--- src/design/gzhc_pkg.sv ---
// ----------------------------------------------------------------------------
// gzhc_pkg
// shared types, status codes and header constants for the gzip header checker
// ----------------------------------------------------------------------------
package gzhc_pkg;

  localparam int DEFAULT_COUNT_WIDTH = 32;

  localparam logic [7:0] MAGIC0         = 8'h1f;
  localparam logic [7:0] MAGIC1         = 8'h8b;
  localparam logic [7:0] METHOD_DEFLATE = 8'd8;
  localparam logic [7:0] FLG_RESERVED   = 8'he0;

  localparam int FLG_FHCRC    = 1;
  localparam int FLG_FEXTRA   = 2;
  localparam int FLG_FNAME    = 3;
  localparam int FLG_FCOMMENT = 4;

  localparam int FIXED_HDR_LAST   = 9;
  localparam int MIN_STREAM_BYTES = 18;
  localparam int FOOTER_BYTES     = 8;

  localparam logic [15:0] HCRC_BYTES = 16'd2;

  localparam logic [3:0] ST_OK            = 4'd0;
  localparam logic [3:0] ST_TOO_SHORT     = 4'd1;
  localparam logic [3:0] ST_BAD_MAGIC     = 4'd2;
  localparam logic [3:0] ST_BAD_METHOD    = 4'd3;
  localparam logic [3:0] ST_RSVD_FLAGS    = 4'd4;
  localparam logic [3:0] ST_EXTRA_TRUNC   = 4'd5;
  localparam logic [3:0] ST_STRING_TRUNC  = 4'd6;
  localparam logic [3:0] ST_HCRC_TRUNC    = 4'd7;
  localparam logic [3:0] ST_NO_FOOTER     = 4'd8;

  typedef struct packed {
    logic [7:0] data_byte;
    logic       last;
  } in_word_t;

  typedef struct packed {
    logic [3:0]  status;
    logic [31:0] header_length;
  } out_word_t;

endpackage

--- src/design/gzhc_parser.sv ---
// ----------------------------------------------------------------------------
// gzhc_parser
// per-byte header phase tracking, byte count and final status decision
// ----------------------------------------------------------------------------
module gzhc_parser #(
  parameter int COUNT_WIDTH = gzhc_pkg::DEFAULT_COUNT_WIDTH
) (
  input  logic                clk,
  input  logic                rst_n,
  input  logic                item_fire,
  input  gzhc_pkg::in_word_t  item_word,
  output gzhc_pkg::out_word_t res_word
);
  import gzhc_pkg::*;

  typedef enum logic [8:0] {
    PH_HDR     = 9'b000000001,
    PH_XLEN0   = 9'b000000010,
    PH_XLEN1   = 9'b000000100,
    PH_EXTRA   = 9'b000001000,
    PH_NAME    = 9'b000010000,
    PH_COMMENT = 9'b000100000,
    PH_HCRC    = 9'b001000000,
    PH_DONE    = 9'b010000000,
    PH_ERR     = 9'b100000000
  } phase_t;

  localparam logic [2:0] FROM_XLEN    = 3'd0;
  localparam logic [2:0] FROM_NAME    = 3'd1;
  localparam logic [2:0] FROM_COMMENT = 3'd2;
  localparam logic [2:0] FROM_HCRC    = 3'd3;
  localparam logic [2:0] FROM_DONE    = 3'd4;

  localparam logic [COUNT_WIDTH-1:0] CNT_MAX = '1;

  function automatic phase_t enter_from(logic [2:0] from, logic [7:0] flg);
    phase_t ph;
    ph = PH_DONE;
    if (from <= FROM_XLEN && flg[FLG_FEXTRA]) begin
      ph = PH_XLEN0;
    end else if (from <= FROM_NAME && flg[FLG_FNAME]) begin
      ph = PH_NAME;
    end else if (from <= FROM_COMMENT && flg[FLG_FCOMMENT]) begin
      ph = PH_COMMENT;
    end else if (from <= FROM_HCRC && flg[FLG_FHCRC]) begin
      ph = PH_HCRC;
    end
    return ph;
  endfunction

  phase_t                 phase_r, phase_nxt;
  logic [COUNT_WIDTH-1:0] cnt_r, cnt_nxt;
  logic [7:0]             flags_r, flags_nxt;
  logic [7:0]             xlo_r, xlo_nxt;
  logic [15:0]            skip_r, skip_nxt;
  logic [COUNT_WIDTH-1:0] hend_r, hend_nxt;
  logic [3:0]             err_r, err_nxt;

  logic [7:0]             b;
  logic                   enter_go;
  logic [2:0]             enter_sel;
  logic [3:0]             status;
  logic [31:0]            hend_low;

  assign b = item_word.data_byte;

  always_comb begin
    cnt_nxt   = (cnt_r != CNT_MAX) ? cnt_r + 1'b1 : cnt_r;
    phase_nxt = phase_r;
    flags_nxt = flags_r;
    xlo_nxt   = xlo_r;
    skip_nxt  = skip_r;
    hend_nxt  = hend_r;
    err_nxt   = err_r;
    enter_go  = 1'b0;
    enter_sel = FROM_DONE;

    case (phase_r)
      PH_HDR: begin
        if (cnt_r == '0 && b != MAGIC0) begin
          phase_nxt = PH_ERR;
          err_nxt   = ST_BAD_MAGIC;
        end else if (cnt_r == COUNT_WIDTH'(1) && b != MAGIC1) begin
          phase_nxt = PH_ERR;
          err_nxt   = ST_BAD_MAGIC;
        end else if (cnt_r == COUNT_WIDTH'(2) && b != METHOD_DEFLATE) begin
          phase_nxt = PH_ERR;
          err_nxt   = ST_BAD_METHOD;
        end else if (cnt_r == COUNT_WIDTH'(3)) begin
          flags_nxt = b;
          if ((b & FLG_RESERVED) != 8'd0) begin
            phase_nxt = PH_ERR;
            err_nxt   = ST_RSVD_FLAGS;
          end
        end else if (cnt_r >= COUNT_WIDTH'(FIXED_HDR_LAST)) begin
          enter_go  = 1'b1;
          enter_sel = FROM_XLEN;
        end
      end
      PH_XLEN0: begin
        xlo_nxt   = b;
        phase_nxt = PH_XLEN1;
      end
      PH_XLEN1: begin
        skip_nxt = {b, xlo_r};
        if ({b, xlo_r} == 16'd0) begin
          enter_go  = 1'b1;
          enter_sel = FROM_NAME;
        end else begin
          phase_nxt = PH_EXTRA;
        end
      end
      PH_EXTRA: begin
        skip_nxt = skip_r - 16'd1;
        if (skip_r == 16'd1) begin
          enter_go  = 1'b1;
          enter_sel = FROM_NAME;
        end
      end
      PH_NAME: begin
        if (b == 8'd0) begin
          enter_go  = 1'b1;
          enter_sel = FROM_COMMENT;
        end
      end
      PH_COMMENT: begin
        if (b == 8'd0) begin
          enter_go  = 1'b1;
          enter_sel = FROM_HCRC;
        end
      end
      PH_HCRC: begin
        skip_nxt = skip_r - 16'd1;
        if (skip_r == 16'd1) begin
          enter_go  = 1'b1;
          enter_sel = FROM_DONE;
        end
      end
      default: begin
      end
    endcase

    if (enter_go) begin
      phase_nxt = enter_from(enter_sel, flags_r);
      if (phase_nxt == PH_HCRC) begin
        skip_nxt = HCRC_BYTES;
      end
      if (phase_nxt == PH_DONE) begin
        hend_nxt = cnt_nxt;
      end
    end
  end

  // final status in priority order
  always_comb begin
    if (cnt_nxt < COUNT_WIDTH'(MIN_STREAM_BYTES)) begin
      status = ST_TOO_SHORT;
    end else if (err_nxt != ST_OK) begin
      status = err_nxt;
    end else if (phase_nxt inside {PH_XLEN0, PH_XLEN1, PH_EXTRA}) begin
      status = ST_EXTRA_TRUNC;
    end else if (phase_nxt inside {PH_NAME, PH_COMMENT}) begin
      status = ST_STRING_TRUNC;
    end else if (phase_nxt == PH_HCRC) begin
      status = ST_HCRC_TRUNC;
    end else if (phase_nxt != PH_DONE ||
                 (cnt_nxt - hend_nxt) < COUNT_WIDTH'(FOOTER_BYTES)) begin
      status = ST_NO_FOOTER;
    end else begin
      status = ST_OK;
    end
  end

  generate
    if (COUNT_WIDTH >= 32) begin : g_wide
      assign hend_low = hend_nxt[31:0];
    end else begin : g_narrow
      assign hend_low = {{(32-COUNT_WIDTH){1'b0}}, hend_nxt};
    end
  endgenerate

  assign res_word.status        = status;
  assign res_word.header_length = (status == ST_OK) ? hend_low : 32'd0;

  always_ff @(posedge clk) begin
    if (!rst_n) begin
      phase_r <= PH_HDR;
      cnt_r   <= '0;
      flags_r <= 8'd0;
      xlo_r   <= 8'd0;
      skip_r  <= 16'd0;
      hend_r  <= '0;
      err_r   <= ST_OK;
    end else if (item_fire) begin
      if (item_word.last) begin
        phase_r <= PH_HDR;
        cnt_r   <= '0;
        flags_r <= 8'd0;
        xlo_r   <= 8'd0;
        skip_r  <= 16'd0;
        hend_r  <= '0;
        err_r   <= ST_OK;
      end else begin
        phase_r <= phase_nxt;
        cnt_r   <= cnt_nxt;
        flags_r <= flags_nxt;
        xlo_r   <= xlo_nxt;
        skip_r  <= skip_nxt;
        hend_r  <= hend_nxt;
        err_r   <= err_nxt;
      end
    end
  end

endmodule

--- config.mk ---
export PLATFORM = sky130hd
export DESIGN_NAME = gzhc_parser
export DESIGN_NICKNAME = d
export VERILOG_FILES = /design/src/design/gzhc_pkg.sv /design/src/design/gzhc_parser.sv
export SDC_FILE = /design/constraint.sdc
export NUM_CORES = 1
export LEC_CHECK = 0
export BUFFER_PORTS_ARGS = -buffer_cell sky130_fd_sc_hd__buf_2
export CAP_MARGIN = 0
export CORE_UTILIZATION = 63
export CTS_CLUSTER_DIAMETER = 100
export DETAILED_ROUTE_END_ITERATION = 10
export PLACE_DENSITY_LB_ADDON = 0.12
export SLEW_MARGIN = 25
export SYNTH_ARGS = -nofsm -noshare
export SYNTH_HDL_FRONTEND = slang
export SYNTH_SLANG_ARGS = --single-unit
--- constraint.sdc ---
create_clock -name clk -period 13.25 [get_ports clk]
set_clock_uncertainty 0.15 [all_clocks]
set_input_delay 2.65 -clock clk [delete_from_list [all_inputs] [get_ports clk]]
set_output_delay 2.65 -clock clk [all_outputs]
set_load 0.1 [all_outputs]
# Word level (Yosys, flattened, before mapping)
# Index checks and enable logic that the tools add are counted.
# totals
elab_cells,131
reg_bits,106
out_inout_bits,36
inputBits,12
# op_classes
n_lt_le_gt_ge,7
eq_ne,27
reduce_logical,23
n_mux,64
add_sub_neg,3
# op_table
op,n
$mux 32,6
$mux 9,9
$eq 32x2->1 const B,2
$mux 4,13
$mux 16,3
$mux 8,6
$add 32x1->32 const B,1
$eq 32x1->1 const B,1
$ge 32x4->1 const B,1
$logic_not 32->1,1
$lt 32x4->1 const B,1
$lt 32x5->1 const B,1
$ne 32x32->1 const B,1
$pmux 16 s2,1
$sub 32x32->32,1
$mux 5,6
$eq 9x7->1 const B,3
$mux 3,9
$pmux 9 s3,1
$eq 9x2->1 const B,2
$eq 9x3->1 const B,2
$eq 9x4->1 const B,2
$eq 9x5->1 const B,2
$eq 9x6->1 const B,2
other kinds (26),47

# Logic depth before layout (Yosys ltp)
# logic_depth
depth_word,28
mapped_depth,29
mapped_depth_nobuf,24

# Worst setup path after synthesis
# OpenSTA, ideal clock, no wires.
# synth_path
kind,input -> output
startpoint,input port item_word[1] (netlist name)
endpoint,output port res_word[35] (netlist name)
path_buffers,3
required_ps,10450
cell_stages,24
t_arrival_ps,10401
setup_slack_ps,49
cell_sequence,or4_4 -> nor4_2 -> a22oi_1 -> a31o_1 -> a311oi_4 -> clkbuf_1 -> buf_1 -> mux2i_1 -> ha_1 -> clkbuf_1 -> a21o_1 -> o21bai_1 -> a21o_1 -> a2111oi_0 -> o41ai_1 -> a41oi_1 -> xor2_1 -> a2111oi_0 -> nand4_1 -> nor4_1 -> nand4_1 -> nor4_2 -> a21oi_1 -> o21ai_0
# synth_rtl
element,line,source
"start, declared",gzhc_parser.sv:11,"input gzhc_pkg::in_word_t item_word,"
"end, declared",gzhc_parser.sv:12,output gzhc_pkg::out_word_t res_word

==> results.md <==
* Crit Path Max Fanout at 32
* Max-cap violation count at 0
* Total number of vias at 9403
* Post-synthesis cell area at 0.009085 mm2
* VDD IR max at 91.12 uV
* Initial antenna violation count at 0
* Number of flops mapped to enable cells by yosys at 0
* WS Path Type: in -> out
* Final period utilization at 95.46%
* Die area at 0.01490 mm2
* R2R Path Start: cnt_r[23]
* Hold EP: hend_r[23]
* # port buffers at 47
* Setup violators final at 0
* Cells after synthesis at 1248
* RSZ-0062 raised after global routing: no
* Row Count at 43
* Layout overhead on the synthesized area at 6.211%
* Final design utilization at 68.98%
* Tightest Pin Transition at 0.9157 ns
* Worst endpoint required time at 10.45 ns
* Syn avg cell area at 7.280 um2
* Clock transition at path regs at 0.08 ns
* Critical path endpoint category: output port
* Normalized max-slew margin at 38.95%
* Pwr Density at 68.56 mW/mm2
* Syn. warnings at 0
* Reg2reg path depth at 10
* Hold Path Depth at 2
* Number of global-route vias before repair at 8170
* Leakage at 3.941 nW
* Number of diodes at 0
* Antenna viol nets, final at 0
* Num ports at 48
* Via/cell ratio at 6.585
* CTS Hold Bufs at 0
* Cts bufs inserted at 9
* Crit start category: primary input
* Largest net degree at the start of global routing at 104
* Final nets at 1290
* Initial DRC count at 1089
* Pins Over Slew Limit at 0
* Min-Delay Path Class: reg -> reg
* Gr usage total at 38.09%
* Core area at 0.01399 mm2
* Share of cells above drive strength 1 at 8.894%
* Post-DP HPWL at 21040 um
* CP arrival at 9.85 ns
* Min-delay src: hend_r[23]
* Top cell type's share of synthesized area at 23.14%
* Cell Count, Final, Fillers Out at 1428
* Synth area leaders: dfxtp_1 (23%), nor2b_1 (6.5%), nor2_1 (6.4%)
* Grt ovf at 0
* Clock latency on the worst-skew pair at 0.36 ns
* Placed instance count at 1412
* Drt total wl at 28450 um
* Min cycle time layout at 12.65 ns
* First-pass GRT wire length at 43870 um
* Post-cts sizing count at 0
* Seq/Total Area, Yosys at 23.14%
* H-tree levels at 3
* Synth unique cells at 88
* Fillers at 1315
* Setup Buffers After CTS at 0
* Syn_nets at 1295
* Initial Util at 64.95%
* CTS tree: yes
* R2R setup slack at 9.05 ns
* Post-route setup TNS at 0 ns
* Die H at 122.1 um
* FF+latch count, synth at 105
* Primary FF master, synth: dfxtp_1
* Outcome: completed
* Max Freq at 79.06 MHz
* Synth area leader: dfxtp_1
* Reg-to-Reg End: hend_r[12]
* Chip Width at 122.1 um
* GPL Wtd Cong at 0.9795
* Drt pass-1 iters at 6
* Clk buf depth at 2
* DR WL/cell at 19.92 um
* Remaining routing DRC violations at 0
* Clock Sink Count at 105
* Ys async rst share at 0%
* Endpoints failing hold at 0
* CTS Root Cell: clkbuf_16
synthesized netlist by cell type, drive strengths merged, types with 33 or more instances:
master  instances
a21o           33
a21oi         108
a22oi          49
clkbuf         62
dfxtp         105
ha             35
nand2         103
nand3          37
nor2          155
nor2b          94
nor4           38
o21ai          52
layout by cell type, fill, tap and decap left out, types with 23 or more instances in the layout:
cell	netlist	layout
o21ai_0	49	49
a21oi_1	108	108
a21o_1	33	33
buf_2	5	47
dfxtp_1	105	105
nand4_1	23	23
xor2_1	23	23
ha_1	35	35
xnor2_1	32	32
nor2_1	155	154
inv_1	30	29
mux2i_1	28	28
nand3_1	36	36
nor2b_1	94	94
a22oi_1	49	49
nor4_1	32	32
nand2_1	103	102
nor3_1	28	28
metrics by stage:
step	cell area (um2)	worst slack, ns	hold slack (ns)	power [mW]
floorplan	9085	0.04872	0.3250	0.3756
global placement	9348	0.9741	0.3398	0.3944
detailed placement	9348	0.7734	0.3473	0.3948
CTS	9647	0.7564	0.3597	0.6619
global route	9649	0.1530	0.3780	0.6824
finish	9649	0.6018	0.3635	0.6616
worst max-delay path: stages:
cell       delay, ns
buf_2           0.14
or4_1           0.56
nor4_2          0.35
a22oi_1         0.20
a31o_1          0.29
a311oi_4        0.83
buf_4           0.27
mux2i_1         0.29
ha_1            0.39
a21oi_1         0.21
nor2_1          0.07
a211oi_1        0.72
a21oi_1         0.14
nor4_1          0.31
o2111ai_1       0.17
a2111oi_0       0.46
nand4_1         0.16
nor4_1          0.19
nand4_1         0.14
nor4_2          0.19
a211o_2         0.62
nor2_1          0.15
buf_2           0.33
kinds of logic after synthesis:
logic type	count (synthesis)	share of synthesized area, %
AND/OR/NAND/NOR	560	32.02
AO/OA/AOI/OAI	354	26.43
buffers and inverters	108	4.724
flip-flops	105	23.14
XOR/XNOR	56	5.550
adder cells (fa/ha/maj)	36	4.930
multiplexers	29	3.209
state kept, by name (all words and copies together), names as in the netlist:
signal / cells
err_r: 4
flags_r: 4
xlo_r: 8
skip_r: 16
hend_r: 32
phase_r: 9
cnt_r: 32
metal layers:
metal	GRT usage, %	vias up	part of all wire (%)
li1	-	4520	-
met1	56.19	4386	46
met2	56.71	443	43
met3	6.133	54	8.5
met4	10.29	0	2.2
met5	0	-	0
final cells by class:
class / instances / area (um2) / area share (%)
inverter: 31 / 116.4 / 1.206
clock inverter: 7 / 73.82 / 0.7650
multi-input combinational: 1035 / 6566 / 68.05
sequential: 105 / 2102 / 21.78
timing repair buffer: 61 / 340.3 / 3.527
clock buffer: 9 / 225.2 / 2.334
tap: 180 / 225.2 / 2.334
how the worst max path moves through the flow:
stage            startpoint            to  slack (ns)  cells past startpoint
6_report       item_word[3]   res_word[1]        0.60                     23
2_1_floorplan  item_word[1]  res_word[35]        0.05                     24
5_1_grt        item_word[2]   res_word[1]        0.15                     23
4_1_cts        item_word[3]   res_word[1]        0.76                     23
3_3_place_gp   item_word[3]   res_word[1]        0.97                     22
3_5_place_dp   item_word[3]   res_word[1]        0.77                     23
report_power, final:
group	leakage [nW]	switching, mW	total [mW]	internal [mW]
logic	2.96	0.0467	0.0717	0.0250
clock network	0.138	0.139	0.272	0.133
registers	0.846	0.00186	0.318	0.316
(Power assumes the default switching activity.)
